`config.mk`:
```
export PLATFORM = sky130hd
export DESIGN_NAME = playfair_digraph_encryptor_flat
export DESIGN_NICKNAME = d
export VERILOG_FILES = /design/src/pfe_pkg.sv /design/src/pfe_if.sv /design/src/pfe_square_mem.sv /design/src/pfe_cell_unit.sv /design/src/playfair_digraph_encryptor.sv /design/src/flat_wrapper.sv
export SDC_FILE = /design/constraint.sdc
export NUM_CORES = 1
export LEC_CHECK = 0
export BUFFER_PORTS_ARGS = -buffer_cell sky130_fd_sc_hd__buf_4
export CELL_PAD_IN_SITES_DETAIL_PLACEMENT = 2
export CELL_PAD_IN_SITES_GLOBAL_PLACEMENT = 2
export CORE_ASPECT_RATIO = 1.25
export CORE_MARGIN = 2
export CORE_UTILIZATION = 40
export CTS_BUF_LIST = sky130_fd_sc_hd__clkbuf_4 sky130_fd_sc_hd__clkbuf_8 sky130_fd_sc_hd__clkbuf_16
export DETAILED_ROUTE_END_ITERATION = 7
export HOLD_SLACK_MARGIN = 0.12
export PLACE_DENSITY = 0.85
export SYNTH_ARGS = -nofsm -noshare
export SYNTH_HDL_FRONTEND = slang
export SYNTH_SLANG_ARGS = --single-unit
```
`constraint.sdc`:
```
create_clock -name clk_i -period 5.2 [get_ports clk_i]
set_input_delay 0.52 -clock clk_i [delete_from_list [all_inputs] [get_ports clk_i]]
set_output_delay 0.52 -clock clk_i [all_outputs]
set_load 0.005 [all_outputs]
```
`src/pfe_pkg.sv`:
```
// ----------------------------------------------------------------------------
// Playfair encryptor package
// Shared types, codes and small cell-index helpers for the Playfair block.
// ----------------------------------------------------------------------------
package pfe_pkg;

  localparam int unsigned SIDE    = 5;
  localparam int unsigned CELLS   = SIDE * SIDE;
  localparam int unsigned LETTERS = 26;

  typedef logic [4:0] letter_t;
  typedef logic [4:0] cell_t;
  typedef logic [2:0] coord_t;

  localparam letter_t LETTER_I    = 5'd8;
  localparam letter_t LETTER_J    = 5'd9;
  localparam letter_t LETTER_LAST = letter_t'(LETTERS - 1);
  localparam cell_t   CELL_COUNT  = cell_t'(CELLS);
  localparam coord_t  COORD_LAST  = coord_t'(SIDE - 1);

  typedef enum logic [1:0] {
    KIND_START   = 2'd0,
    KIND_LETTER  = 2'd1,
    KIND_FINISH  = 2'd2,
    KIND_ENCRYPT = 2'd3
  } pfe_kind_e;

  typedef enum logic [1:0] {
    STATUS_DONE      = 2'd0,
    STATUS_IGNORED   = 2'd1,
    STATUS_NOT_READY = 2'd2
  } pfe_status_e;

  typedef enum logic [2:0] {
    ST_IDLE,
    ST_KEY,
    ST_FILL,
    ST_POS_A,
    ST_POS_B,
    ST_SQ_A,
    ST_SQ_B,
    ST_DONE
  } pfe_state_e;

  // Write into the square: slot gets letter, letter gets slot
  typedef struct packed {
    logic    en;
    cell_t   slot;
    letter_t letter;
  } pfe_wr_t;

  typedef struct packed {
    logic    pos_en;
    letter_t pos_addr;
    logic    sq_en;
    cell_t   sq_addr;
  } pfe_rd_t;

  // Clamp to Z and fold J onto I
  function automatic letter_t fold_text(letter_t v);
    letter_t l;
    l = (v > LETTER_LAST) ? LETTER_LAST : v;
    if (l == LETTER_J) begin
      l = LETTER_I;
    end
    return l;
  endfunction

  function automatic cell_t wrap_cell(cell_t p);
    return (p >= CELL_COUNT) ? cell_t'(p - CELL_COUNT) : p;
  endfunction

  function automatic coord_t cell_row(cell_t p);
    coord_t r;
    if (p >= 5'd20)      r = 3'd4;
    else if (p >= 5'd15) r = 3'd3;
    else if (p >= 5'd10) r = 3'd2;
    else if (p >= 5'd5)  r = 3'd1;
    else                 r = 3'd0;
    return r;
  endfunction

  function automatic cell_t cell_of(coord_t r, coord_t k);
    return cell_t'({r, 2'b00}) + cell_t'(r) + cell_t'(k);
  endfunction

  function automatic coord_t cell_col(cell_t p);
    cell_t d;
    d = cell_t'(p - cell_of(cell_row(p), 3'd0));
    return d[2:0];
  endfunction

  function automatic coord_t inc_coord(coord_t x);
    return (x == COORD_LAST) ? 3'd0 : coord_t'(x + 3'd1);
  endfunction

endpackage

```
`src/pfe_if.sv`:
```
// ----------------------------------------------------------------------------
// Playfair encryptor channels
// Valid/ready request channels for pair requests and cipher results.
// ----------------------------------------------------------------------------
interface pfe_in_if;
  import pfe_pkg::*;

  logic       valid;
  logic       ready;
  logic [1:0] kind;
  letter_t    letter_a;
  letter_t    letter_b;

  modport source (output valid, output kind, output letter_a, output letter_b, input ready);
  modport sink   (input valid, input kind, input letter_a, input letter_b, output ready);
endinterface

interface pfe_out_if;
  import pfe_pkg::*;

  logic       valid;
  logic       ready;
  letter_t    cipher_a;
  letter_t    cipher_b;
  logic [1:0] status;

  modport source (output valid, output cipher_a, output cipher_b, output status, input ready);
  modport sink   (input valid, input cipher_a, input cipher_b, input status, output ready);
endinterface

```
`src/pfe_square_mem.sv`:
```
// ----------------------------------------------------------------------------
// Playfair key square store
// Key square and letter position memories, one write and one read port each.
// ----------------------------------------------------------------------------
module pfe_square_mem (
  input  logic             clk_i,
  input  pfe_pkg::pfe_wr_t wr_i,
  input  pfe_pkg::pfe_rd_t rd_i,
  output pfe_pkg::cell_t   pos_o,
  output pfe_pkg::letter_t sq_o
);
  import pfe_pkg::*;

  letter_t key_square_q [CELLS];
  cell_t   letter_pos_q [LETTERS];
  cell_t   pos_q;
  letter_t sq_q;

  always_ff @(posedge clk_i) begin
    if (wr_i.en) begin
      key_square_q[wr_i.slot]   <= wr_i.letter;
      letter_pos_q[wr_i.letter] <= wr_i.slot;
    end
  end

  // Registered reads; hold data when not enabled
  always_ff @(posedge clk_i) begin
    if (rd_i.pos_en) begin
      pos_q <= letter_pos_q[rd_i.pos_addr];
    end
    if (rd_i.sq_en) begin
      sq_q <= key_square_q[rd_i.sq_addr];
    end
  end

  assign pos_o = pos_q;
  assign sq_o  = sq_q;

endmodule

```
`src/pfe_cell_unit.sv`:
```
// ----------------------------------------------------------------------------
// Playfair cell unit
// Maps one letter's cell to its cipher cell, given the partner letter's cell.
// ----------------------------------------------------------------------------
module pfe_cell_unit (
  input  pfe_pkg::cell_t own_i,
  input  pfe_pkg::cell_t other_i,
  output pfe_pkg::cell_t cell_o
);
  import pfe_pkg::*;

  cell_t  own_w;
  cell_t  oth_w;
  coord_t own_row;
  coord_t own_col;
  coord_t oth_row;
  coord_t oth_col;

  always_comb begin
    own_w   = wrap_cell(own_i);
    oth_w   = wrap_cell(other_i);
    own_row = cell_row(own_w);
    own_col = cell_col(own_w);
    oth_row = cell_row(oth_w);
    oth_col = cell_col(oth_w);
    if (own_row == oth_row) begin
      cell_o = cell_of(own_row, inc_coord(own_col));
    end else if (own_col == oth_col) begin
      cell_o = cell_of(inc_coord(own_row), own_col);
    end else begin
      cell_o = cell_of(own_row, oth_col);
    end
  end

endmodule

```
`src/playfair_digraph_encryptor.sv`:
```
// ----------------------------------------------------------------------------
// Playfair digraph encryptor
// Builds a 5x5 key square from streamed key letters and encrypts letter pairs.
// ----------------------------------------------------------------------------
//
//  Channel | Dir | Handshake     | Payload
//  --------+-----+---------------+------------------------------------------
//  in_i    | in  | valid / ready | kind, letter_a, letter_b
//  out_o   | out | valid / ready | cipher_a, cipher_b, status
//
//  One request at a time. An encrypt makes two position reads then two
//  square reads, all through the single registered read port of each
//  memory; a key finish runs the fill walk, which visits all 26 letters,
//  one a cycle.
//  Reset clears the sequencer, the used-letter bits, the fill count and the
//  ready flag; the square memories are written by the key before use.
//  A result waits in the output register; a new request is taken while it
//  waits, and the sequencer holds in its last state only if the next result
//  is ready before the previous one has been taken.
//
module playfair_digraph_encryptor (
  input  logic         clk_i,
  input  logic         rst_ni,
  pfe_in_if.sink       in_i,
  pfe_out_if.source    out_o
);
  import pfe_pkg::*;

  pfe_state_e       state_q, state_d;
  logic [1:0]       kind_q;
  letter_t          la_q;
  letter_t          lb_q;
  logic [LETTERS-1:0] used_q, used_d;
  cell_t            fill_q, fill_d;
  logic             ready_q, ready_d;
  letter_t          walk_q, walk_d;
  cell_t            pa_q, pa_d;
  cell_t            pb_q, pb_d;
  letter_t          ca_q, ca_d;
  logic [1:0]       status_q, status_d;
  logic             enc_q, enc_d;

  logic             ovalid_q, ovalid_d;
  letter_t          oa_q, oa_d;
  letter_t          ob_q, ob_d;
  logic [1:0]       ost_q, ost_d;

  logic             accept;
  logic             out_free;
  letter_t          key_l;
  logic             walk_place;

  pfe_wr_t          wr;
  pfe_rd_t          rd;
  cell_t            pos_rd;
  letter_t          sq_rd;
  cell_t            unit_own;
  cell_t            unit_oth;
  cell_t            unit_cell;

  pfe_square_mem u_mem (
    .clk_i (clk_i),
    .wr_i  (wr),
    .rd_i  (rd),
    .pos_o (pos_rd),
    .sq_o  (sq_rd)
  );

  // The one cell unit serves letter a, then letter b with the roles swapped
  pfe_cell_unit u_cell (
    .own_i   (unit_own),
    .other_i (unit_oth),
    .cell_o  (unit_cell)
  );

  assign in_i.ready     = (state_q == ST_IDLE);
  assign accept         = in_i.valid && in_i.ready;
  assign out_free       = !ovalid_q || out_o.ready;
  assign out_o.valid    = ovalid_q;
  assign out_o.cipher_a = oa_q;
  assign out_o.cipher_b = ob_q;
  assign out_o.status   = ost_q;

  assign key_l      = (la_q == LETTER_J) ? LETTER_I : la_q;
  assign walk_place = (walk_q != LETTER_J) && !used_q[walk_q] && (fill_q < CELL_COUNT);
  assign unit_own   = (state_q == ST_SQ_B) ? pb_q : pa_q;
  assign unit_oth   = (state_q == ST_SQ_B) ? pa_q : pos_rd;

  // Next state
  always_comb begin
    state_d = state_q;
    case (state_q)
      ST_IDLE: begin
        if (accept) begin
          case (in_i.kind)
            KIND_LETTER:  state_d = ST_KEY;
            KIND_FINISH:  state_d = ST_FILL;
            KIND_ENCRYPT: state_d = ready_q ? ST_POS_A : ST_DONE;
            default:      state_d = ST_DONE;
          endcase
        end
      end
      ST_KEY:   state_d = ST_DONE;
      ST_FILL: begin
        if (walk_q == LETTER_LAST) begin
          state_d = ST_DONE;
        end
      end
      ST_POS_A: state_d = ST_POS_B;
      ST_POS_B: state_d = ST_SQ_A;
      ST_SQ_A:  state_d = ST_SQ_B;
      ST_SQ_B:  state_d = ST_DONE;
      ST_DONE: begin
        if (out_free) begin
          state_d = ST_IDLE;
        end
      end
      default:  state_d = ST_IDLE;
    endcase
  end

  // Datapath and memory control
  always_comb begin
    used_d   = used_q;
    fill_d   = fill_q;
    ready_d  = ready_q;
    walk_d   = walk_q;
    pa_d     = pa_q;
    pb_d     = pb_q;
    ca_d     = ca_q;
    status_d = status_q;
    enc_d    = enc_q;
    ovalid_d = ovalid_q && !out_o.ready;
    oa_d     = oa_q;
    ob_d     = ob_q;
    ost_d    = ost_q;
    wr       = '0;
    rd       = '0;

    case (state_q)
      ST_IDLE: begin
        if (accept) begin
          status_d = STATUS_DONE;
          enc_d    = 1'b0;
          walk_d   = '0;
          case (in_i.kind)
            KIND_START: begin
              used_d  = '0;
              fill_d  = '0;
              ready_d = 1'b0;
            end
            KIND_ENCRYPT: begin
              if (!ready_q) begin
                status_d = STATUS_NOT_READY;
              end
            end
            default: ;
          endcase
        end
      end
      ST_KEY: begin
        // Drop out-of-range letters, letters after finish and repeats
        if (la_q > LETTER_LAST || ready_q) begin
          status_d = STATUS_IGNORED;
        end else if (used_q[key_l]) begin
          status_d = STATUS_IGNORED;
        end else if (fill_q < CELL_COUNT) begin
          wr.en          = 1'b1;
          wr.slot        = fill_q;
          wr.letter      = key_l;
          used_d[key_l]  = 1'b1;
          fill_d         = cell_t'(fill_q + 5'd1);
        end
      end
      ST_FILL: begin
        if (walk_place) begin
          wr.en          = 1'b1;
          wr.slot        = fill_q;
          wr.letter      = walk_q;
          used_d[walk_q] = 1'b1;
          fill_d         = cell_t'(fill_q + 5'd1);
        end
        walk_d = letter_t'(walk_q + 5'd1);
        if (walk_q == LETTER_LAST) begin
          ready_d = 1'b1;
        end
      end
      ST_POS_A: begin
        rd.pos_en   = 1'b1;
        rd.pos_addr = fold_text(la_q);
      end
      ST_POS_B: begin
        rd.pos_en   = 1'b1;
        rd.pos_addr = fold_text(lb_q);
        pa_d        = pos_rd;
      end
      ST_SQ_A: begin
        pb_d       = pos_rd;
        rd.sq_en   = 1'b1;
        rd.sq_addr = unit_cell;
      end
      ST_SQ_B: begin
        rd.sq_en   = 1'b1;
        rd.sq_addr = unit_cell;
        ca_d       = sq_rd;
        enc_d      = 1'b1;
      end
      ST_DONE: begin
        // Hold the result here until the output register is free
        if (out_free) begin
          ovalid_d = 1'b1;
          oa_d     = enc_q ? ca_q : '0;
          ob_d     = enc_q ? sq_rd : '0;
          ost_d    = status_q;
        end
      end
      default: ;
    endcase
  end

  always_ff @(posedge clk_i or negedge rst_ni) begin
    if (!rst_ni) begin
      state_q  <= ST_IDLE;
      used_q   <= '0;
      fill_q   <= '0;
      ready_q  <= 1'b0;
      ovalid_q <= 1'b0;
      enc_q    <= 1'b0;
    end else begin
      state_q  <= state_d;
      used_q   <= used_d;
      fill_q   <= fill_d;
      ready_q  <= ready_d;
      ovalid_q <= ovalid_d;
      enc_q    <= enc_d;
    end
  end

  always_ff @(posedge clk_i) begin
    if (accept) begin
      kind_q <= in_i.kind;
      la_q   <= in_i.letter_a;
      lb_q   <= in_i.letter_b;
    end
    walk_q   <= walk_d;
    pa_q     <= pa_d;
    pb_q     <= pb_d;
    ca_q     <= ca_d;
    status_q <= status_d;
    oa_q     <= oa_d;
    ob_q     <= ob_d;
    ost_q    <= ost_d;
  end

  // Every placed letter is marked used, and nothing else is
  a_used_matches_fill: assert property (@(posedge clk_i) disable iff (!rst_ni)
    $countones(used_q) == int'(fill_q))
    else $error("used letters and fill count disagree");

  a_ready_means_full: assert property (@(posedge clk_i) disable iff (!rst_ni)
    ready_q |-> fill_q == CELL_COUNT)
    else $error("square marked ready while not full");

  a_fill_sets_ready: assert property (@(posedge clk_i) disable iff (!rst_ni)
    (state_q == ST_FILL && walk_q == LETTER_LAST) |=> ready_q)
    else $error("fill walk ended without marking the square ready");

  a_letter_on_key_kind: assert property (@(posedge clk_i) disable iff (!rst_ni)
    (state_q == ST_KEY) |-> kind_q == KIND_LETTER)
    else $error("key placement entered for a request that is not a key letter");

  a_no_cipher_when_not_ready: assert property (@(posedge clk_i) disable iff (!rst_ni)
    (ovalid_q && ost_q != STATUS_DONE) |-> (oa_q == '0 && ob_q == '0))
    else $error("cipher letters set on a result that did not encrypt");

endmodule
```
`src/flat_wrapper.sv`:
```
// flat-port wrapper written by rule: the top's interface ports become plain ports
module playfair_digraph_encryptor_flat import pfe_pkg::*;
  (clk_i, rst_ni, in_i_valid, in_i_kind, in_i_letter_a, in_i_letter_b, in_i_ready, out_o_valid, out_o_cipher_a, out_o_cipher_b, out_o_status, out_o_ready);
  pfe_in_if in_i_i ();
  pfe_out_if out_o_i ();
  input  logic clk_i;
  input  logic rst_ni;
  input wire logic [$bits(in_i_i.valid)-1:0] in_i_valid;
  input wire logic [$bits(in_i_i.kind)-1:0] in_i_kind;
  input wire logic [$bits(in_i_i.letter_a)-1:0] in_i_letter_a;
  input wire logic [$bits(in_i_i.letter_b)-1:0] in_i_letter_b;
  output wire logic [$bits(in_i_i.ready)-1:0] in_i_ready;
  output wire logic [$bits(out_o_i.valid)-1:0] out_o_valid;
  output wire logic [$bits(out_o_i.cipher_a)-1:0] out_o_cipher_a;
  output wire logic [$bits(out_o_i.cipher_b)-1:0] out_o_cipher_b;
  output wire logic [$bits(out_o_i.status)-1:0] out_o_status;
  input wire logic [$bits(out_o_i.ready)-1:0] out_o_ready;
  assign in_i_i.valid = in_i_valid;
  assign in_i_i.kind = in_i_kind;
  assign in_i_i.letter_a = in_i_letter_a;
  assign in_i_i.letter_b = in_i_letter_b;
  assign in_i_ready = in_i_i.ready;
  assign out_o_valid = out_o_i.valid;
  assign out_o_cipher_a = out_o_i.cipher_a;
  assign out_o_cipher_b = out_o_i.cipher_b;
  assign out_o_status = out_o_i.status;
  assign out_o_i.ready = out_o_ready;
  playfair_digraph_encryptor u_core (.clk_i(clk_i), .rst_ni(rst_ni), .in_i(in_i_i), .out_o(out_o_i));
endmodule
```
Word level (Yosys, flattened, before mapping)

Memories as Yosys holds them, arrays and structs flattened. A register that Yosys moved wholly into a read port is not among the register bits.
Index checks and enable logic that the tools add are counted.

Add/subtract/negate cells: 14
Magnitude comparators: 17
Equality and inequality tests: 28
Mux-type cells: 74
Bitwise logic cells: 2
Reductions and logical operators: 26

Operators with widths:

| operator              | number |
|---|---|
| $mux W26              | 6 |
| $mux W5               | 18 |
| $pmux W26 S3          | 1 |
| $or A26 B26 Y26       | 2 |
| $mux W11              | 4 |
| $add A5 B3 Y5         | 5 |
| $mux W3               | 8 |
| $pmux W11 S2          | 1 |
| $pmux W3 S7           | 1 |
| $ge A5 B4 Y1 const B  | 4 |
| $ge A5 B5 Y1 const B  | 4 |
| $eq A3 B3 Y1 const B  | 6 |
| $mux W2               | 9 |
| $eq A5 B4 Y1 const B  | 3 |
| $pmux W5 S3           | 1 |
| $mux W1               | 14 |
| $lt A5 B6 Y1 const B  | 2 |
| $pmux W6 S2           | 1 |
| $add A5 B1 Y5 const B | 2 |
| $bmux W1 S5           | 2 |
| $demux W1 S5          | 2 |
| $ge A5 B1 Y1 const B  | 2 |
| $ge A5 B3 Y1 const B  | 2 |
| $gt A5 B5 Y1 const B  | 2 |
| 32 further kinds      | 59 |

Flip-flop bits (word level): 81
Memory bits (writable): 255
Input port bits: 16
Word-level logic and storage cells: 179
Memories kept: 2

Memories:

| name                      | depth | bits a word | rd ports | clocked after Yosys merged registers in | write ports | line                 | RTL |
|---|---|---|---|---|---|---|---|
| u_core.u_mem.letter_pos_q | 26    | 5           | 1        | 1                                       | 1           | pfe_square_mem.sv:15 | `cell_t letter_pos_q [LETTERS];` |
| u_core.u_mem.key_square_q | 25    | 5           | 1        | 1                                       | 1           | pfe_square_mem.sv:14 | `letter_t key_square_q [CELLS];` |

Logic depth before layout (Yosys ltp)

Depth in word-level cells: 16
Depth in mapped cells: 25

Cells and area by module

From an unflattened synthesis, not the netlist that was laid out.

Cells, all modules: 1196
Area total of the unflattened synthesis: 16563.4 um2

By module, submodules not included:

| module                     | times used | cells an instance | area each (um2) |
|---|---|---|---|
| pfe_square_mem             | 1          | 562               | 10521.3 |
| playfair_digraph_encryptor | 1          | 441               | 4466.8 |
| pfe_cell_unit              | 1          | 193               | 1575.3 |

Worst setup path before layout

No wires, ideal clock.

Kind: flip-flop to flip-flop
Start: reg u_core.state_q[2]
End: reg u_core.u_mem.sq_q[2], in the netlist u_core.u_mem.sq_o[2] (read register of u_core.u_mem.key_square_q), data pin
Library setup time: 157 ps
Data arrival time: 4954 ps
Data required time: 5043 ps
Path slack: 90 ps
Stages on the path, launching flop included: 20
Buffers on the path: 2
Period minus slack after synthesis: 5110 ps
Cells stage by stage: dfrtp_1 -> nand3b_4 -> buf_6 -> mux2i_2 -> nor2_1 -> a21boi_1 -> inv_1 -> fa_1 -> xnor2_1 -> fa_1 -> inv_1 -> fa_1 -> xnor2_1 -> mux2i_1 -> a211o_1 -> buf_2 -> or3b_4 -> o22ai_1 -> a211oi_1 -> a32oi_1

Cells in the longest elaborated chain, start to end: 16

RTL lines:

| what                                          | line                                                                                                  | RTL |
|---|---|---|
| from (decl)                                   | playfair_digraph_encryptor.sv:29                                                                      | `pfe_state_e state_q, state_d;` |
| from (signal assigned)                        | playfair_digraph_encryptor.sv:230                                                                     | `state_q <= state_d;` |
| $eq A3 B3 Y1                                  | playfair_digraph_encryptor.sv:86, playfair_digraph_encryptor.sv:87, playfair_digraph_encryptor.sv:140 |  |
| $mux W5                                       | playfair_digraph_encryptor.sv:86                                                                      | `assign unit_own = (state_q == ST_SQ_B) ? pb_q : pa_q;` |
| $sub A5 B5 Y5 or $ge A5 B5 Y1 (tied branches) | pfe_pkg.sv:70                                                                                         | `return (p >= CELL_COUNT) ? cell_t'(p - CELL_COUNT) : p;` |
| $mux W5                                       | pfe_pkg.sv:70                                                                                         |  |
| $ge A5 B3 Y1                                  | pfe_pkg.sv:78                                                                                         | `else if (p >= 5'd5) r = 3'd1;` |
| $mux W1                                       | pfe_pkg.sv:78                                                                                         |  |
| $mux W2                                       | pfe_pkg.sv:77                                                                                         | `else if (p >= 5'd10) r = 3'd2;` |
| $mux W2                                       | pfe_pkg.sv:76                                                                                         | `else if (p >= 5'd15) r = 3'd3;` |
| $mux W3                                       | pfe_pkg.sv:75                                                                                         | `if (p >= 5'd20) r = 3'd4;` |
| $add A5 B3 Y5 (tied with other cells)         | pfe_pkg.sv:84                                                                                         | `return cell_t'({r, 2'b00}) + cell_t'(r) + cell_t'(k);` |
| $sub A3 B3 Y3 or $mux W3 (tied branches)      | pfe_pkg.sv:89, pfe_pkg.sv:94                                                                          |  |
| $add A3 B1 Y3 (tied with other cells)         | pfe_pkg.sv:94                                                                                         | `return (x == COORD_LAST) ? 3'd0 : coord_t'(x + 3'd1);` |
| $mux W3 or $add A5 B3 Y5 (tied branches)      | pfe_pkg.sv:94, pfe_pkg.sv:84                                                                          |  |
| $add A5 B3 Y5 or $mux W5 (tied branches)      | pfe_pkg.sv:84, pfe_cell_unit.sv:28                                                                    |  |
| $mux W5                                       | pfe_cell_unit.sv:26                                                                                   | `if (own_row == oth_row) begin` |
| $mux W6 (*)                                   | playfair_digraph_encryptor.sv:140                                                                     | `case (state_q)` |
| to (decl)                                     | pfe_square_mem.sv:17                                                                                  | `letter_t sq_q;` |

Every way passes the cells marked *; elsewhere a longest branch is shown, timed or not.
A chain may end at the register's enable or synchronous reset.

Worst setup path in the final report

Start: reg u_core.state_q[0]
End: reg u_core.u_mem.sq_q[0], in the netlist u_core.u_mem.sq_o[0] (read register of u_core.u_mem.key_square_q), data pin

The elaborated chain is that of the path after synthesis.

==> flow_metrics.env <==
export IMPL_hold_class="input pin to flop"
export IMPL_port_buffers=29
export IMPL_min_path_cells=1
export IMPL_grt_setup_unrepaired="true"
export IMPL_post_synth_edffs=309
export IMPL_worst_ep_arrival_time_ns=5.90
export IMPL_violations="setup timing"
export IMPL_grt_util_met2=0.550
export IMPL_gp_congestion=0.875
export IMPL_cell_count_after_synthesis=1324
export IMPL_largest_fanout_on_the_critical_path=5
export IMPL_yosys_area_top_type_share=0.559
export IMPL_grt_busiest_layer="met2"
export IMPL_drt_pass1_iter_count=5
export IMPL_drive_gt1_frac=0.230
export IMPL_worstSetupEndpointType="flop"
export IMPL_worst_slew_margin_rel=0.138
export IMPL_required_worst_endpoint_ns=5.57
export IMPL_routed_wl_um=63300
export IMPL_htreeDepth=2
export IMPL_synth_main_ff_cell="edfxtp_1"
export IMPL_share_of_synthesized_cell_area_in_and_or_nand_and_nor_gates=0.118
export IMPL_drc=0
export IMPL_timing_hold_worst_endpoint="u_core.lb_q[2]"
export IMPL_finalMaxSlewViolations=0
export IMPL_synth_async_sr_flop_share=0.107
export IMPL_tritoncts="built"
export IMPL_synth_area_mm2=0.0166
export IMPL_nets=1484
export IMPL_ys_warn_count=0
export IMPL_flop_and_latch_count_out_of_synthesis=346
export IMPL_grt_remaining_overflow=0
export IMPL_yosys_mux_area_fraction=0.0819
export IMPL_post_route_worst_setup_slack_ns=-0.331
export IMPL_dp_hpwl_um=38600
export IMPL_cell_types_with_the_highest_counts_after_synthesis="edfxtp_1 (309), nand2_1 (123), nor2_1 (112)"
export IMPL_max_freq_mhz=181
export IMPL_synth_xor_xnor_area_share=0.0103
export IMPL_fillcell_total=3915
export IMPL_antennaDiodeCount=0
export IMPL_synth_top_cells_by_area="edfxtp_1 (56%), mux2i_1 (5.6%), dfrtp_1 (5.6%), nand2_1 (2.8%), nor2_1 (2.5%)"
export IMPL_antenna_found_initial=0
export IMPL_grt_total_usage=0.296
export IMPL_die_area_mm2=0.0431
export IMPL_rr_startpoint="u_core.state_q[0]"
export IMPL_clock_root_buffer="clkbuf_16"
export IMPL_clock_latency_ns=0.55
export IMPL_synth_compound_gate_area_share=0.118
export IMPL_place_worst_setup_slack_ns=-0.417
export IMPL_fp_row_count=83
export IMPL_timing_hold_ws_ns=0.147
export IMPL_reg2reg_slack_ns=-0.33
export IMPL_die_w_um=186
export IMPL_die_height_um=232
export IMPL_placedInstanceArea_mm2=0.0180
export IMPL_met3_use_gr=0.0441
export IMPL_syn_avg_cell_area_um2=12.5
export IMPL_synth_cell_types=78
export IMPL_finalSetupViolCount=5
export IMPL_met1_usage=0.319
export IMPL_r2r_end="u_core.u_mem.sq_o[0]"
export IMPL_cts_buffers_inserted=38
export IMPL_holdCritStartpoint="in_i_letter_b[2]"
export IMPL_worst_slew_pin_transition_ns=1.29
export IMPL_stdcell_area_mm2=0.0201
export IMPL_final_setup_tns_ns=-1.41
export IMPL_layout_worst_path_cycle_share=1.06
export IMPL_drt_vias_per_instance=6.12
export IMPL_max_cap_violations=0
export IMPL_grt_pass1_vias=14041
export IMPL_path_class="flop to flop"
export IMPL_vias=12366
export IMPL_syn_num_nets=1369
export IMPL_finalHoldViolations=0
export IMPL_grt_max_degree=51
export IMPL_drtAntennaViolNets=0
export IMPL_post_synth_top_area_cell="edfxtp_1"
export IMPL_synth_yosys_seq_area_share=0.615
export IMPL_ioPinCount=30
export IMPL_wl_per_cell_um=31.4
export IMPL_cts_num_sinks=346
export IMPL_finalClockSkew_ns=0.0240
export IMPL_yosys_area_share_adder=0.0258
export IMPL_layout_area_overhead_vs_synth_pct=21.3
export IMPL_reg2reg_depth=22
export IMPL_run_status="complete, but fails checks"
export IMPL_final_min_clock_period_ns=5.53
export IMPL_cts_clk_slew_worst_paths_ns=0.07
export IMPL_start_util=0.405
export IMPL_core_mm2=0.0410
export IMPL_synth_top_family_by_area="compound AO/OA/AOI/OAI gates"
export IMPL_grt_first_pass_wirelength_um=93400
export IMPL_drt_initial_drc_count=1021
export IMPL_yosys_cell_count_top_type="edfxtp_1"
export IMPL_clockBufferDepth=3
export IMPL_timing_critical_path_from_type="flop"
[cells in the final DEF (no fill, tap or decap), drive strengths merged, types with 31 or more instances in the layout]
cell	n
inv	45
nand2	123
nor2	114
dfrtp	37
mux2i	97
o22ai	31
buf	151
and2	51
a211oi	56
clkbuf	46
edfxtp	309
a21oi	55
[final cells by class]
cell class	instances	area [µm²]	share of cell area
clock buffer	46	1030	0.0511
clock inverter	23	303	0.0150
multi-input combinational	858	6430	0.319
sequential	346	10200	0.507
inverter	43	169	0.00839
timing repair buffer	152	1310	0.0649
tap	552	691	0.0343
[logic make-up after synthesis]
group	after synthesis
AOI/OAI and AO/OA	284
xor gates and xnor gates	17
adders and majority gates	31
buffers and inverters	120
DFF	346
muxes	116
and+or+nand+nor	410
[routing by layer]
metal | routed length (µm) | up-vias | share of wire
met4 | 4120 | 0 | 0.065
met1 | 22500 | 6398 | 0.36
li1 | - | 5230 | -
met5 | 0 | - | 0
met3 | 2740 | 223 | 0.043
met2 | 34000 | 515 | 0.54
[how the worst max path moves through the flow]
stage / startpoint / to / slack [ns] / cells past startpoint
after floorplan: u_core.state_q[2] / u_core.u_mem.sq_o[2] / 0.09 / 19
after global placement: u_core.state_q[0] / u_core.u_mem.sq_o[3] / 0.05 / 20
after detailed placement: u_core.state_q[0] / u_core.u_mem.sq_o[3] / -0.42 / 22
after CTS: u_core.state_q[0] / u_core.u_mem.sq_o[0] / -0.08 / 23
after global routing: u_core.state_q[0] / u_core.u_mem.sq_o[0] / -0.45 / 23
final: u_core.state_q[0] / u_core.u_mem.sq_o[0] / -0.33 / 22
[registers in the layout, indices dropped and copies added (netlist names), 3 cells and up]
register,cells
u_core.pa_q,5
u_core.state_q,3
u_core.u_mem.key_square_q,125
u_core.u_mem.letter_pos_q,130
u_core.out_o.cipher_b,5
u_core.fill_q,5
u_core.lb_q,5
u_core.u_mem.sq_o,5
u_core.u_mem.pos_o,5
u_core.la_q,5
u_core.pb_q,5
u_core.used_q,26
u_core.out_o.cipher_a,5
u_core.walk_q,5
u_core.ca_q,5
[metrics by stage]
stage / std cells / utilization
CTS: 2014 / 0.488
global route: 2020 / 0.491
detailed placement: 1923 / 0.439
finish: 2020 / 0.491
global placement: 1923 / 0.439
floorplan: 1324 / -
[worst max-delay path, stage by stage, from the launching register on]
cell and delay, ns:
dfrtp_1 0.39, nand3b_4 0.29, buf_12 0.21, mux2i_4 0.26, ha_4 0.25, a311o_1 0.36, or2_1 0.27, nor2_1 0.12
nor2_1 0.08, nor2_1 0.11, ha_2 0.20, fa_2 0.48, inv_2 0.11, ha_4 0.20, a21o_1 0.19, a21oi_2 0.22
xor2_2 0.20, mux2i_4 0.10, a211o_1 0.40, or3b_4 0.48, o22ai_2 0.14, a211oi_2 0.07, a32oi_1 0.21
[repair_timing]
item                       CTS  global route
hold endpoints to repair    37             0
gates resized for setup     91            14
setup buffers               21             6
hold buffers                 1             0
cloned                       1             0
setup endpoints to repair    5            97
pin swaps                   31            15
Power is not shown: default switching activity piles up to over one toggle a cycle in this logic, so the estimate is an artifact.
